$ cat config.mk
export PLATFORM = sky130hd
export DESIGN_NAME = rate_monotonic_task_scheduler
export DESIGN_NICKNAME = d
export VERILOG_FILES = /design/src/rms_pkg.sv /design/src/rms_div.sv /design/src/rms_datapath.sv /design/src/rms_ctrl.sv /design/src/rate_monotonic_task_scheduler.sv
export SDC_FILE = /design/constraint.sdc
export NUM_CORES = 2
export LEC_CHECK = 0
export ABC_AREA = 1
export BUFFER_PORTS_ARGS = -buffer_cell sky130_fd_sc_hd__buf_2
export CAP_MARGIN = 20
export CORE_ASPECT_RATIO = 0.6
export CORE_MARGIN = 5
export CORE_UTILIZATION = 35
export DETAILED_ROUTE_END_ITERATION = 16
export SLEW_MARGIN = 10
export SYNTH_ARGS = -nofsm -noshare
export SYNTH_HDL_FRONTEND = slang
export SYNTH_SLANG_ARGS = --single-unit
$ cat constraint.sdc
create_clock -name clock -period 20.1 [get_ports clock]
set_input_delay 2.01 -clock clock [delete_from_list [all_inputs] [get_ports clock]]
set_output_delay 2.01 -clock clock [all_outputs]
set_load 0.05 [all_outputs]
$ cat src/rms_pkg.sv
// rms_pkg.sv: types, codes and constants of the rate monotonic task scheduler
// no dependencies; used by rms_div, rms_datapath, rms_ctrl and the top level
package rms_pkg;

   localparam int MAX_TASKS_DEFAULT = 16;
   localparam int OP_W      = 2;
   localparam int ID_W      = 22;
   localparam int PERIOD_W  = 20;
   localparam int RUNTIME_W = 20;
   localparam int LOAD_W    = 10;
   localparam int STATUS_W  = 3;
   localparam int ORDER_W   = 32;
   localparam int PER_MILLE = 1000;
   localparam int PROD_W    = 30;
   localparam logic [LOAD_W-1:0] BOUND_RESET = LOAD_W'(693);

   typedef enum logic [OP_W-1:0] {
      OP_REGISTER   = 2'd0,
      OP_YIELD      = 2'd1,
      OP_DEREGISTER = 2'd2,
      OP_TICK       = 2'd3
   } opcode_type;

   typedef enum logic [STATUS_W-1:0] {
      RS_OK          = 3'd0,
      RS_OVER_BOUND  = 3'd1,
      RS_DUPLICATE   = 3'd2,
      RS_NOT_FOUND   = 3'd3,
      RS_TABLE_FULL  = 3'd4,
      RS_ZERO_PERIOD = 3'd5
   } status_code_type;

   typedef enum logic [1:0] {
      TS_READY    = 2'd0,
      TS_RUNNING  = 2'd1,
      TS_SLEEPING = 2'd2
   } task_state_type;

   typedef enum logic [1:0] {
      SCAN_FIND,
      SCAN_REG,
      SCAN_TICK,
      SCAN_DISP
   } scan_mode_type;

   typedef enum logic [3:0] {
      S_IDLE,
      S_DECODE,
      S_DIV,
      S_REG_SCAN,
      S_FIND_SCAN,
      S_TICK_SCAN,
      S_DISP_SCAN,
      S_DISP_RUN,
      S_OUT
   } fsm_state_type;

   typedef struct packed {
      logic [ID_W-1:0]     id;
      logic [PERIOD_W-1:0] period;
      logic [LOAD_W-1:0]   load;
      logic [ORDER_W-1:0]  order;
   } main_entry_type;

   // controller to datapath
   typedef struct packed {
      logic            capture;
      logic            div_start;
      logic            scan_start;
      scan_mode_type   scan_mode;
      logic            reg_commit;
      logic            yield_commit;
      logic            dereg_commit;
      logic            disp_run;
      logic            disp_demote;
      logic            out_load;
      status_code_type code;
   } dp_cmd_type;

   // datapath to controller
   typedef struct packed {
      opcode_type op;
      logic       zero_period;
      logic       div_done;
      logic       over_bound;
      logic       scan_done;
      logic       dup;
      logic       free_found;
      logic       found;
      logic       released;
      logic       best_found;
      logic       cur_valid;
      logic       preempt;
   } dp_flag_type;

endpackage

$ cat src/rms_div.sv
// rms_div.sv: restoring divider, one quotient bit per cycle
// depends on rms_pkg
module rms_div import rms_pkg::*; (
   input  logic                clock,
   input  logic                reset,
   input  logic                start,
   input  logic [PROD_W-1:0]   dividend,
   input  logic [PERIOD_W-1:0] divisor,
   output logic                done,
   output logic [PROD_W-1:0]   quotient
);

   localparam int CNT_W = $clog2(PROD_W + 1);

   logic                busy_ff, busy_in;
   logic                done_ff, done_in;
   logic [CNT_W-1:0]    cnt_ff, cnt_in;
   logic [PROD_W-1:0]   quo_ff, quo_in;
   logic [PERIOD_W-1:0] rem_ff, rem_in;
   logic [PERIOD_W:0]   trial;
   logic [PERIOD_W:0]   diff;

   // one restoring step
   always_comb begin
      trial   = {rem_ff, quo_ff[PROD_W-1]};
      diff    = trial - {1'b0, divisor};
      busy_in = busy_ff;
      done_in = 1'b0;
      cnt_in  = cnt_ff;
      quo_in  = quo_ff;
      rem_in  = rem_ff;
      if (start) begin
         busy_in = 1'b1;
         cnt_in  = '0;
         quo_in  = dividend;
         rem_in  = '0;
      end else if (busy_ff) begin
         cnt_in = cnt_ff + CNT_W'(1);
         if (trial >= {1'b0, divisor}) begin
            rem_in = diff[PERIOD_W-1:0];
            quo_in = {quo_ff[PROD_W-2:0], 1'b1};
         end else begin
            rem_in = trial[PERIOD_W-1:0];
            quo_in = {quo_ff[PROD_W-2:0], 1'b0};
         end
         if (cnt_ff == CNT_W'(PROD_W - 1)) begin
            busy_in = 1'b0;
            done_in = 1'b1;
         end
      end
   end

   always_ff @(posedge clock) begin
      if (reset) begin
         busy_ff <= 1'b0;
         done_ff <= 1'b0;
         cnt_ff  <= '0;
      end else begin
         busy_ff <= busy_in;
         done_ff <= done_in;
         cnt_ff  <= cnt_in;
      end
   end

   always_ff @(posedge clock) begin
      quo_ff <= quo_in;
      rem_ff <= rem_in;
   end

   assign done     = done_ff;
   assign quotient = quo_ff;

endmodule

$ cat src/rms_datapath.sv
// rms_datapath.sv: task table memories, slot scan, divider and result register
// depends on rms_pkg and rms_div
module rms_datapath import rms_pkg::*; #(
   parameter int MAX_TASKS = MAX_TASKS_DEFAULT
) (
   input  logic                 clock,
   input  logic                 reset,
   input  dp_cmd_type           cmd,
   output dp_flag_type          flag,
   input  logic [OP_W-1:0]      req_opcode,
   input  logic [ID_W-1:0]      req_task_id,
   input  logic [PERIOD_W-1:0]  req_period_ms,
   input  logic [RUNTIME_W-1:0] req_runtime_ms,
   input  logic                 csr_wr_en,
   input  logic [LOAD_W-1:0]    csr_wr_data,
   output logic [STATUS_W-1:0]  out_status,
   output logic                 out_running_valid,
   output logic [ID_W-1:0]      out_running_id,
   output logic [LOAD_W-1:0]    out_total_load
);

   localparam int IW = (MAX_TASKS > 1) ? $clog2(MAX_TASKS) : 1;
   localparam int CW = $clog2(MAX_TASKS + 1);

   // captured transaction
   opcode_type            op_ff;
   logic [ID_W-1:0]       id_ff;
   logic [PERIOD_W-1:0]   period_ff;
   logic [PROD_W-1:0]     dividend_ff;
   logic [LOAD_W-1:0]     bound_ff;
   logic [LOAD_W-1:0]     total_ff, total_in;
   logic [ORDER_W-1:0]    order_ff;
   logic [MAX_TASKS-1:0]  valid_ff, valid_in;

   // table memories
   main_entry_type        mem_main [MAX_TASKS];
   logic [PERIOD_W-1:0]   mem_cd   [MAX_TASKS];
   task_state_type        mem_st   [MAX_TASKS];
   main_entry_type        rd_main_ff;
   logic [PERIOD_W-1:0]   rd_cd_ff;
   task_state_type        rd_st_ff;

   // scan control
   logic                  scan_busy_ff;
   logic [CW-1:0]         scan_addr_ff;
   logic                  rd_vld_ff;
   logic [IW-1:0]         rd_idx_ff;
   scan_mode_type         scan_mode_ff;
   logic                  scan_done_ff;

   // scan results
   logic                  found_ff, dup_ff, free_found_ff, released_ff, best_found_ff;
   logic [IW-1:0]         found_slot_ff, free_slot_ff, best_slot_ff;
   logic [LOAD_W-1:0]     found_load_ff;
   logic [PERIOD_W-1:0]   best_period_ff;
   logic [ORDER_W-1:0]    best_order_ff;
   logic [ID_W-1:0]       best_id_ff;

   // running task
   logic                  cur_valid_ff, cur_valid_in;
   logic [IW-1:0]         cur_slot_ff;
   logic [ID_W-1:0]       cur_id_ff;
   logic [PERIOD_W-1:0]   cur_period_ff;

   // result register
   logic [STATUS_W-1:0]   out_status_ff;
   logic                  out_run_valid_ff;
   logic [ID_W-1:0]       out_run_id_ff;
   logic [LOAD_W-1:0]     out_total_ff;

   logic                  div_done;
   logic [PROD_W-1:0]     quotient;
   logic                  slot_v;
   logic                  id_hit;
   logic                  tick_proc, tick_rel, better;
   logic                  st_we, cd_we;
   logic [IW-1:0]         st_waddr, cd_waddr;
   task_state_type        st_wdata;
   logic [PERIOD_W-1:0]   cd_wdata;
   logic                  cur_hit_found;

   rms_div u_div (
      .clock    (clock),
      .reset    (reset),
      .start    (cmd.div_start),
      .dividend (dividend_ff),
      .divisor  (period_ff),
      .done     (div_done),
      .quotient (quotient)
   );

   // capture of the transaction and the bound register
   always_ff @(posedge clock) begin
      if (cmd.capture) begin
         op_ff       <= opcode_type'(req_opcode);
         id_ff       <= req_task_id;
         period_ff   <= req_period_ms;
         dividend_ff <= PROD_W'(req_runtime_ms) * PROD_W'(PER_MILLE);
      end
   end

   always_ff @(posedge clock) begin
      if (reset) begin
         bound_ff <= BOUND_RESET;
      end else if (csr_wr_en) begin
         bound_ff <= csr_wr_data;
      end
   end

   // per-slot decode of the word just read
   always_comb begin
      slot_v    = rd_vld_ff && valid_ff[rd_idx_ff];
      id_hit    = slot_v && (rd_main_ff.id == id_ff);
      tick_proc = slot_v && (scan_mode_ff == SCAN_TICK);
      tick_rel  = tick_proc && (rd_cd_ff <= PERIOD_W'(1));
      better    = !best_found_ff || (rd_main_ff.period < best_period_ff) ||
                  ((rd_main_ff.period == best_period_ff) &&
                   (rd_main_ff.order < best_order_ff));
      cur_hit_found = cur_valid_ff && (cur_slot_ff == found_slot_ff);
   end

   // status memory write selection
   always_comb begin
      st_we    = 1'b1;
      st_waddr = rd_idx_ff;
      st_wdata = TS_READY;
      if (cmd.reg_commit) begin
         st_waddr = free_slot_ff;
         st_wdata = TS_SLEEPING;
      end else if (cmd.yield_commit) begin
         st_waddr = found_slot_ff;
         st_wdata = TS_SLEEPING;
      end else if (cmd.disp_run) begin
         st_waddr = best_slot_ff;
         st_wdata = TS_RUNNING;
      end else if (cmd.disp_demote) begin
         st_waddr = cur_slot_ff;
         st_wdata = TS_READY;
      end else begin
         st_we = tick_rel && !(cur_valid_ff && (cur_slot_ff == rd_idx_ff));
      end
   end

   // countdown memory write selection
   always_comb begin
      cd_we    = 1'b1;
      cd_waddr = rd_idx_ff;
      cd_wdata = rd_cd_ff - PERIOD_W'(1);
      if (cmd.reg_commit) begin
         cd_waddr = free_slot_ff;
         cd_wdata = period_ff;
      end else if (tick_rel) begin
         cd_wdata = rd_main_ff.period;
      end else begin
         cd_we = tick_proc;
      end
   end

   // memories
   always_ff @(posedge clock) begin
      if (cmd.reg_commit) begin
         mem_main[free_slot_ff] <= '{id: id_ff, period: period_ff,
                                     load: quotient[LOAD_W-1:0], order: order_ff};
      end
      rd_main_ff <= mem_main[scan_addr_ff[IW-1:0]];
   end

   always_ff @(posedge clock) begin
      if (cd_we) begin
         mem_cd[cd_waddr] <= cd_wdata;
      end
      rd_cd_ff <= mem_cd[scan_addr_ff[IW-1:0]];
   end

   always_ff @(posedge clock) begin
      if (st_we) begin
         mem_st[st_waddr] <= st_wdata;
      end
      rd_st_ff <= mem_st[scan_addr_ff[IW-1:0]];
   end

   // scan sequencing
   always_ff @(posedge clock) begin
      if (reset) begin
         scan_busy_ff <= 1'b0;
         scan_addr_ff <= '0;
         rd_vld_ff    <= 1'b0;
         rd_idx_ff    <= '0;
         scan_mode_ff <= SCAN_FIND;
         scan_done_ff <= 1'b0;
      end else begin
         rd_vld_ff    <= scan_busy_ff;
         rd_idx_ff    <= scan_addr_ff[IW-1:0];
         scan_done_ff <= rd_vld_ff && (rd_idx_ff == IW'(MAX_TASKS - 1));
         if (cmd.scan_start) begin
            scan_busy_ff <= 1'b1;
            scan_addr_ff <= '0;
            scan_mode_ff <= cmd.scan_mode;
         end else if (scan_busy_ff) begin
            scan_addr_ff <= scan_addr_ff + CW'(1);
            if (scan_addr_ff == CW'(MAX_TASKS - 1)) begin
               scan_busy_ff <= 1'b0;
            end
         end
      end
   end

   // scan result flags
   always_ff @(posedge clock) begin
      if (reset) begin
         found_ff      <= 1'b0;
         dup_ff        <= 1'b0;
         free_found_ff <= 1'b0;
         released_ff   <= 1'b0;
         best_found_ff <= 1'b0;
      end else if (cmd.scan_start) begin
         found_ff      <= 1'b0;
         dup_ff        <= 1'b0;
         free_found_ff <= 1'b0;
         released_ff   <= 1'b0;
         best_found_ff <= 1'b0;
      end else if (rd_vld_ff) begin
         case (scan_mode_ff)
            SCAN_FIND: begin
               if (id_hit && !found_ff) begin
                  found_ff <= 1'b1;
               end
            end
            SCAN_REG: begin
               if (id_hit) begin
                  dup_ff <= 1'b1;
               end
               if (!slot_v) begin
                  free_found_ff <= 1'b1;
               end
            end
            SCAN_TICK: begin
               if (tick_rel) begin
                  released_ff <= 1'b1;
               end
            end
            SCAN_DISP: begin
               if (slot_v && (rd_st_ff == TS_READY)) begin
                  best_found_ff <= 1'b1;
               end
            end
            default: begin
               found_ff <= found_ff;
            end
         endcase
      end
   end

   // scan result payload
   always_ff @(posedge clock) begin
      if (rd_vld_ff && (scan_mode_ff == SCAN_FIND) && id_hit && !found_ff) begin
         found_slot_ff <= rd_idx_ff;
         found_load_ff <= rd_main_ff.load;
      end
      if (rd_vld_ff && (scan_mode_ff == SCAN_REG) && !slot_v && !free_found_ff) begin
         free_slot_ff <= rd_idx_ff;
      end
      if (rd_vld_ff && (scan_mode_ff == SCAN_DISP) && slot_v &&
          (rd_st_ff == TS_READY) && better) begin
         best_slot_ff   <= rd_idx_ff;
         best_period_ff <= rd_main_ff.period;
         best_order_ff  <= rd_main_ff.order;
         best_id_ff     <= rd_main_ff.id;
      end
   end

   // table bookkeeping
   always_comb begin
      valid_in     = valid_ff;
      total_in     = total_ff;
      cur_valid_in = cur_valid_ff;
      if (cmd.reg_commit) begin
         valid_in[free_slot_ff] = 1'b1;
         total_in = total_ff + quotient[LOAD_W-1:0];
      end
      if (cmd.dereg_commit) begin
         valid_in[found_slot_ff] = 1'b0;
         total_in = total_ff - found_load_ff;
      end
      if ((cmd.dereg_commit || cmd.yield_commit) && cur_hit_found) begin
         cur_valid_in = 1'b0;
      end
      if (cmd.disp_run) begin
         cur_valid_in = 1'b1;
      end
   end

   always_ff @(posedge clock) begin
      if (reset) begin
         valid_ff     <= '0;
         total_ff     <= '0;
         order_ff     <= '0;
         cur_valid_ff <= 1'b0;
         cur_slot_ff  <= '0;
      end else begin
         valid_ff     <= valid_in;
         total_ff     <= total_in;
         cur_valid_ff <= cur_valid_in;
         if (cmd.reg_commit) begin
            order_ff <= order_ff + ORDER_W'(1);
         end
         if (cmd.disp_run) begin
            cur_slot_ff <= best_slot_ff;
         end
      end
   end

   always_ff @(posedge clock) begin
      if (cmd.disp_run) begin
         cur_id_ff     <= best_id_ff;
         cur_period_ff <= best_period_ff;
      end
   end

   // result register
   always_ff @(posedge clock) begin
      if (cmd.out_load) begin
         out_status_ff    <= cmd.code;
         out_run_valid_ff <= cur_valid_ff;
         out_run_id_ff    <= cur_valid_ff ? cur_id_ff : '0;
         out_total_ff     <= total_ff;
      end
   end

   // status towards the controller
   always_comb begin
      flag.op          = op_ff;
      flag.zero_period = (period_ff == '0);
      flag.div_done    = div_done;
      flag.over_bound  = ({1'b0, quotient} + (PROD_W + 1)'(total_ff)) >
                         (PROD_W + 1)'(bound_ff);
      flag.scan_done   = scan_done_ff;
      flag.dup         = dup_ff;
      flag.free_found  = free_found_ff;
      flag.found       = found_ff;
      flag.released    = released_ff;
      flag.best_found  = best_found_ff;
      flag.cur_valid   = cur_valid_ff;
      flag.preempt     = best_period_ff < cur_period_ff;
   end

   assign out_status        = out_status_ff;
   assign out_running_valid = out_run_valid_ff;
   assign out_running_id    = out_run_id_ff;
   assign out_total_load    = out_total_ff;

endmodule

$ cat src/rms_ctrl.sv
// rms_ctrl.sv: command sequencer and handshake control of the scheduler
// depends on rms_pkg
module rms_ctrl import rms_pkg::*; (
   input  logic        clock,
   input  logic        reset,
   input  logic        req_valid,
   output logic        req_stall,
   output logic        rsp_valid,
   input  logic        rsp_stall,
   input  dp_flag_type flag,
   output dp_cmd_type  cmd
);

   fsm_state_type   state_ff, state_in;
   status_code_type code_ff, code_in;
   logic            rsp_valid_ff, rsp_valid_in;
   logic            accept;
   logic            out_free;

   assign accept   = req_valid && (state_ff == S_IDLE);
   assign out_free = !rsp_valid_ff || !rsp_stall;

   // next state
   always_comb begin
      state_in = state_ff;
      code_in  = code_ff;
      case (state_ff)
         S_IDLE: begin
            if (accept) begin
               state_in = S_DECODE;
            end
         end
         S_DECODE: begin
            code_in = RS_OK;
            case (flag.op)
               OP_REGISTER: begin
                  if (flag.zero_period) begin
                     code_in  = RS_ZERO_PERIOD;
                     state_in = S_OUT;
                  end else begin
                     state_in = S_DIV;
                  end
               end
               OP_YIELD, OP_DEREGISTER: state_in = S_FIND_SCAN;
               OP_TICK:                 state_in = S_TICK_SCAN;
               default:                 state_in = S_OUT;
            endcase
         end
         S_DIV: begin
            if (flag.div_done) begin
               if (flag.over_bound) begin
                  code_in  = RS_OVER_BOUND;
                  state_in = S_OUT;
               end else begin
                  state_in = S_REG_SCAN;
               end
            end
         end
         S_REG_SCAN: begin
            if (flag.scan_done) begin
               state_in = S_OUT;
               if (flag.dup) begin
                  code_in = RS_DUPLICATE;
               end else if (!flag.free_found) begin
                  code_in = RS_TABLE_FULL;
               end
            end
         end
         S_FIND_SCAN: begin
            if (flag.scan_done) begin
               if (!flag.found) begin
                  code_in  = RS_NOT_FOUND;
                  state_in = S_OUT;
               end else if (flag.op == OP_YIELD) begin
                  state_in = S_DISP_SCAN;
               end else begin
                  state_in = S_OUT;
               end
            end
         end
         S_TICK_SCAN: begin
            if (flag.scan_done) begin
               state_in = flag.released ? S_DISP_SCAN : S_OUT;
            end
         end
         S_DISP_SCAN: begin
            if (flag.scan_done) begin
               if (flag.best_found && flag.cur_valid && flag.preempt) begin
                  state_in = S_DISP_RUN;
               end else begin
                  state_in = S_OUT;
               end
            end
         end
         S_DISP_RUN: state_in = S_OUT;
         S_OUT: begin
            if (out_free) begin
               state_in = S_IDLE;
            end
         end
         default: state_in = S_IDLE;
      endcase
   end

   // commands
   always_comb begin
      cmd           = '0;
      cmd.scan_mode = SCAN_FIND;
      cmd.code      = code_ff;
      case (state_ff)
         S_IDLE: cmd.capture = accept;
         S_DECODE: begin
            if (flag.op == OP_REGISTER) begin
               cmd.div_start = !flag.zero_period;
            end else begin
               cmd.scan_start = 1'b1;
               cmd.scan_mode  = (flag.op == OP_TICK) ? SCAN_TICK : SCAN_FIND;
            end
         end
         S_DIV: begin
            if (flag.div_done && !flag.over_bound) begin
               cmd.scan_start = 1'b1;
               cmd.scan_mode  = SCAN_REG;
            end
         end
         S_REG_SCAN: begin
            cmd.reg_commit = flag.scan_done && !flag.dup && flag.free_found;
         end
         S_FIND_SCAN: begin
            if (flag.scan_done && flag.found) begin
               if (flag.op == OP_YIELD) begin
                  cmd.yield_commit = 1'b1;
                  cmd.scan_start   = 1'b1;
                  cmd.scan_mode    = SCAN_DISP;
               end else begin
                  cmd.dereg_commit = 1'b1;
               end
            end
         end
         S_TICK_SCAN: begin
            if (flag.scan_done && flag.released) begin
               cmd.scan_start = 1'b1;
               cmd.scan_mode  = SCAN_DISP;
            end
         end
         S_DISP_SCAN: begin
            if (flag.scan_done && flag.best_found) begin
               cmd.disp_run    = !flag.cur_valid;
               cmd.disp_demote = flag.cur_valid && flag.preempt;
            end
         end
         S_DISP_RUN: cmd.disp_run = 1'b1;
         S_OUT:      cmd.out_load = out_free;
         default:    cmd.code = code_ff;
      endcase
   end

   // result valid flag
   always_comb begin
      rsp_valid_in = rsp_valid_ff;
      if (cmd.out_load) begin
         rsp_valid_in = 1'b1;
      end else if (!rsp_stall) begin
         rsp_valid_in = 1'b0;
      end
   end

   always_ff @(posedge clock) begin
      if (reset) begin
         state_ff     <= S_IDLE;
         code_ff      <= RS_OK;
         rsp_valid_ff <= 1'b0;
      end else begin
         state_ff     <= state_in;
         code_ff      <= code_in;
         rsp_valid_ff <= rsp_valid_in;
      end
   end

   assign req_stall = (state_ff != S_IDLE);
   assign rsp_valid = rsp_valid_ff;

endmodule

$ cat src/rate_monotonic_task_scheduler.sv
// rate_monotonic_task_scheduler.sv: top level of the rate monotonic task scheduler
// depends on rms_pkg, rms_ctrl and rms_datapath
//
// One command transaction enters on the req_ channel (register, yield,
// deregister or millisecond tick) and gives exactly one transaction on the
// rsp_ channel: a status code, the running task and the total admitted load.
// The csr_ port writes the load bound; write it only while the block is idle.
// The block works on one transaction at a time; req_stall is high from
// acceptance until the result has been placed in the output register.
// Each pass over the table reads one slot a cycle from the slot memories.
// From acceptance to the loading of the result: a register runs the 30-step
// serial divider and then one pass (no pass when over the bound, and neither
// divider nor pass for a zero period). A yield of a known task and a releasing
// tick take two passes (find or count down, then dispatch), and a further run
// step when a running task is preempted. Deregister and a tick with no release
// take one pass. A finished result waits in the output register while the
// receiver stalls, and the next transaction can be accepted in the cycle
// after that load; its own result waits until the earlier one is taken.
// Synchronous reset empties the table, clears the running task and sets the
// bound to 693 per mille.
module rate_monotonic_task_scheduler import rms_pkg::*; #(
   parameter int MAX_TASKS = MAX_TASKS_DEFAULT
) (
   input  logic                 clock,
   input  logic                 reset,
   input  logic                 req_valid,
   output logic                 req_stall,
   input  logic [OP_W-1:0]      req_opcode,
   input  logic [ID_W-1:0]      req_task_id,
   input  logic [PERIOD_W-1:0]  req_period_ms,
   input  logic [RUNTIME_W-1:0] req_runtime_ms,
   output logic                 rsp_valid,
   input  logic                 rsp_stall,
   output logic [STATUS_W-1:0]  rsp_status,
   output logic                 rsp_running_valid,
   output logic [ID_W-1:0]      rsp_running_id,
   output logic [LOAD_W-1:0]    rsp_total_load_per_mille,
   input  logic                 csr_wr_en,
   input  logic [LOAD_W-1:0]    csr_wr_data
);

   dp_cmd_type  cmd;
   dp_flag_type flag;

   // sequencer
   rms_ctrl u_ctrl (
      .clock     (clock),
      .reset     (reset),
      .req_valid (req_valid),
      .req_stall (req_stall),
      .rsp_valid (rsp_valid),
      .rsp_stall (rsp_stall),
      .flag      (flag),
      .cmd       (cmd)
   );

   // table and arithmetic
   rms_datapath #(
      .MAX_TASKS (MAX_TASKS)
   ) u_dp (
      .clock             (clock),
      .reset             (reset),
      .cmd               (cmd),
      .flag              (flag),
      .req_opcode        (req_opcode),
      .req_task_id       (req_task_id),
      .req_period_ms     (req_period_ms),
      .req_runtime_ms    (req_runtime_ms),
      .csr_wr_en         (csr_wr_en),
      .csr_wr_data       (csr_wr_data),
      .out_status        (rsp_status),
      .out_running_valid (rsp_running_valid),
      .out_running_id    (rsp_running_id),
      .out_total_load    (rsp_total_load_per_mille)
   );

endmodule

==> impl_metrics.tcl <==
set metrics [dict create \
    synth_area_leaders "edfxtp_1 65%, o21ai_0 5.7%, dfxtp_1 5.1%" \
    leakage_nw 34.28 \
    area_growth_pct 11.85 \
    nNetsFinal 7677 \
    ir_drop_uv 93.00 \
    tightest_slew_ns 1.149 \
    drt_iter0_drc 6406 \
    slew_headroom 0.2319 \
    grt_first_pass_wirelength_um 370600 \
    synthSimpleGateAreaFrac 0.09132 \
    ff2ff_setup_slack_ns 15.44 \
    synth.distinct_cells 58 \
    setup-tns-final_ns 0 \
    drc 0 \
    overflow 0 \
    vias 59131 \
    synth-adder-area-share 0.04176 \
    status "finished, final reports clean" \
    final_area_mm2 0.1021 \
    synth_edf_count 1971 \
    arrival_ns 6.31 \
    htreeDepth 4 \
    critPathLaunch "req_runtime_ms[0]" \
    num_rows 145 \
    core-area_mm2 0.2600 \
    fin_crit_sh 0.2838 \
    initial_core_util 0.3512 \
    worstPathRequired_ns 20.71 \
    antenna_found_initial 7 \
    grt_pass1_vias 56848 \
    ios 117 \
    numCtsBuffers 195 \
    crit_end "u_dp.dividend_ff[28]$_DFFE_PP_" \
    via_per_inst 5.401 \
    fin_crit_ns 5.705 \
    ctsHoldBuffers 0 \
    dpl-instance-area_mm2 0.09584 \
    track_usage 0.1787 \
    postRouteAntennaNets 0 \
    hold_viol 0 \
    drv_cap 0 \
    rsz0062_at_grt "no" \
    dp_hpwl_um 141800 \
    fin_skew_ns 0.05280 \
    tritoncts "yes" \
    path_clk_slew_ns 0.06 \
    synth_top_area_frac 0.6482 \
    ys_seq_area_frac 0.6992 \
    power.total_mw 11.60 \
    drive_above_1_share 0.08114 \
    place_congestion 0.8892 \
    synth_flop_cell "edfxtp_1" \
    synth_top_family_by_area "compound AO/OA/AOI/OAI gates" \
    synth_seq_cells 2204 \
    die_x_um 669.4 \
    wl_per_cell_um 22.94 \
    synth_xor_area_frac 0.01103 \
    worstSkewPairLatency_ns 0.86 \
    synth_top_cell_by_area "edfxtp_1" \
    async_flop_share 0 \
    cts.repair.resized 0 \
    dieHeight_um 405.7 \
    hold_class "reg -> reg" \
    wirelength_um 251200 \
    synth_common_cells "1971 x edfxtp_1, 1094 x nor2_1, 1042 x o21ai_0, 592 x nand2_1, 457 x inv_1" \
    slew_viol_final 0 \
    firstDrtPassIters 6 \
    clock-sinks 2204 \
    cp-end-kind "flop" \
    ys_warn_count 0 \
    place_inst 10587 \
    synth_most_common_cell "edfxtp_1" \
    critPathLaunchType "primary input" \
    io_buffers 116 \
    syn_area_per_cell_um2 12.47 \
    synth_fp_nets 7661 \
    timing.fmax_mhz 175.3 \
    netlist_area_mm2 0.09132 \
    powerDensity_mw_per_mm2 113.6 \
    reg2reg_depth 8 \
    postSynthCellCount 7321 \
    grt_max_degree 237 \
    cp_max_fo 5 \
    clockBufferDepth 4 \
    setup_viol 0 \
    final_cells 10949 \
    postCtsSetupBuffers 0 \
    synth_compound_area_frac 0.1208 \
    die_area_mm2 0.2716 \
    path_class "in -> reg" \
    r2r-start "u_ctrl.state_ff[0]$_SDFFE_PP0P_" \
    r2r_end "u_dp.mem_main[1][82]$_DFFE_PP_" \
    root_buffer "clkbuf_16" \
    synth.area.mux_share 0.0001096 \
]
## how the worst min path moves through the flow
stage / start / end / slack, ns / depth (start not counted)
after floorplan: u_dp.rd_main_ff[32]$_DFF_P_ / u_dp.found_load_ff[0]$_DFFE_PP_ / 0.39 / 0
after global routing: u_dp.rd_main_ff[36]$_DFF_P_ / u_dp.found_load_ff[4]$_DFFE_PP_ / 0.41 / 0
final: u_dp.rd_main_ff[36]$_DFF_P_ / u_dp.found_load_ff[4]$_DFFE_PP_ / 0.41 / 0
after global placement: u_dp.rd_main_ff[34]$_DFF_P_ / u_dp.found_load_ff[2]$_DFFE_PP_ / 0.39 / 0
after detailed placement: u_dp.rd_main_ff[39]$_DFF_P_ / u_dp.found_load_ff[7]$_DFFE_PP_ / 0.39 / 0
after CTS: u_dp.rd_main_ff[39]$_DFF_P_ / u_dp.found_load_ff[7]$_DFFE_PP_ / 0.41 / 0
## power by group
| part | leakage (nW) | switching, mW | total [mW] | internal, mW |
|---|---|---|---|---|
| logic | 12.1 | 1.54 | 2.20 | 0.658 |
| clock network | 3.05 | 1.67 | 3.73 | 2.06 |
| registers | 19.2 | 0.274 | 5.67 | 5.39 |
## sequential cells by signal, summed over array words and instances (netlist names), 10 cells and up
signal               count
u_dp.period_ff          20
u_dp.id_ff              22
u_dp.out_running_id     22
u_dp.best_order_ff      32
u_dp.order_ff           32
u_dp.u_div.rem_ff       20
u_dp.mem_st             32
u_dp.mem_cd            320
u_dp.valid_ff           16
u_dp.found_load_ff      10
u_dp.best_id_ff         22
u_dp.out_total_load     10
u_dp.cur_period_ff      20
u_dp.rd_cd_ff           20
u_dp.total_ff           10
u_dp.cur_id_ff          22
u_dp.bound_ff           10
u_dp.best_period_ff     20
u_dp.dividend_ff        27
u_dp.rd_main_ff         84
u_dp.u_div.quotient     30
u_dp.mem_main         1344
## critical path: stages
cell	delay [ns]
buf_2	0.14
fa_1	0.58
inv_1	0.07
fa_1	0.50
fa_1	0.51
inv_1	0.04
fa_1	0.43
ha_1	0.35
a21oi_1	0.15
nand2_1	0.10
a21oi_1	0.27
inv_1	0.07
a21boi_0	0.42
o21bai_1	0.16
nand2_1	0.08
nand2_1	0.08
nand2_1	0.06
nand2_1	0.05
a21oi_1	0.15
xnor2_1	0.08
## area by class of cell
| class | count | area [µm²] |
|---|---|---|
| Fill cell | 24260 | 157800 |
| Sequential cell | 2204 | 63870 |
| Multi-Input combinational cell | 4251 | 24510 |
| Clock buffer | 268 | 5418 |
| Tap cell | 3454 | 4322 |
| Inverter | 468 | 1782 |
| Timing Repair Buffer | 217 | 1421 |
| Clock inverter | 85 | 809.5 |
| Antenna cell | 2 | 5.005 |
## through the flow
step | setup WS [ns] | hold slack, ns | utilization
6_report | 14.40 | 0.4076 | 0.3928
5_1_grt | 14.05 | 0.4118 | 0.3928
4_1_cts | 14.44 | 0.4094 | 0.3926
3_5_place_dp | 13.52 | 0.3936 | 0.3686
3_3_place_gp | 13.52 | 0.3859 | 0.3685
2_1_floorplan | 13.78 | 0.3855 | -
## per-layer routing
layer	up-vias	routed length, µm	global-route usage
met5	-	0	0
met3	360	25400	0.04985
li1	26769	-	-
met4	0	6246	0.04499
met2	2552	105200	0.2578
met1	29450	114300	0.2646
## logic make-up (layout without fill, tap and decap cells)
group,Yosys count,count (layout)
flip-flops,2204,2204
multiplexers,1,1
AO/OA/AOI/OAI,1838,1838
other,0,2
XOR/XNOR,115,115
buffers and inverters,866,1038
adder cells (fa/ha/maj),261,261
AND/OR/NAND/NOR,2036,2036
## cell usage in the layout, fill, tap and decap left out, types with 7 or more instances in the layout
master      instances
o221ai_1          306
inv_1             452
inv_6              10
clkinvlp_4          7
clkbuf_1           50
nor4_1             14
clkinv_2           35
clkbuf_8           20
buf_4              94
nand3_1           196
a21oi_1           154
o22ai_1           127
ha_1              188
o211ai_1          147
nor2_4             38
o21ai_0          1024
a31oi_1            15
nand4_1            48
dfxtp_1           228
clkinv_1           18
bufinv_16          13
xnor2_1            34
or2_2               9
xor2_1             81
nor3_1             39
clkbuf_16         198
nand2_1           592
nor2_1           1060
fa_1               73
nor2_2              8
o21ai_1            18
buf_2             116
inv_2              12
a211oi_1            8
edfxtp_1         1971
Note: power is estimated with default switching activity, not from simulation.
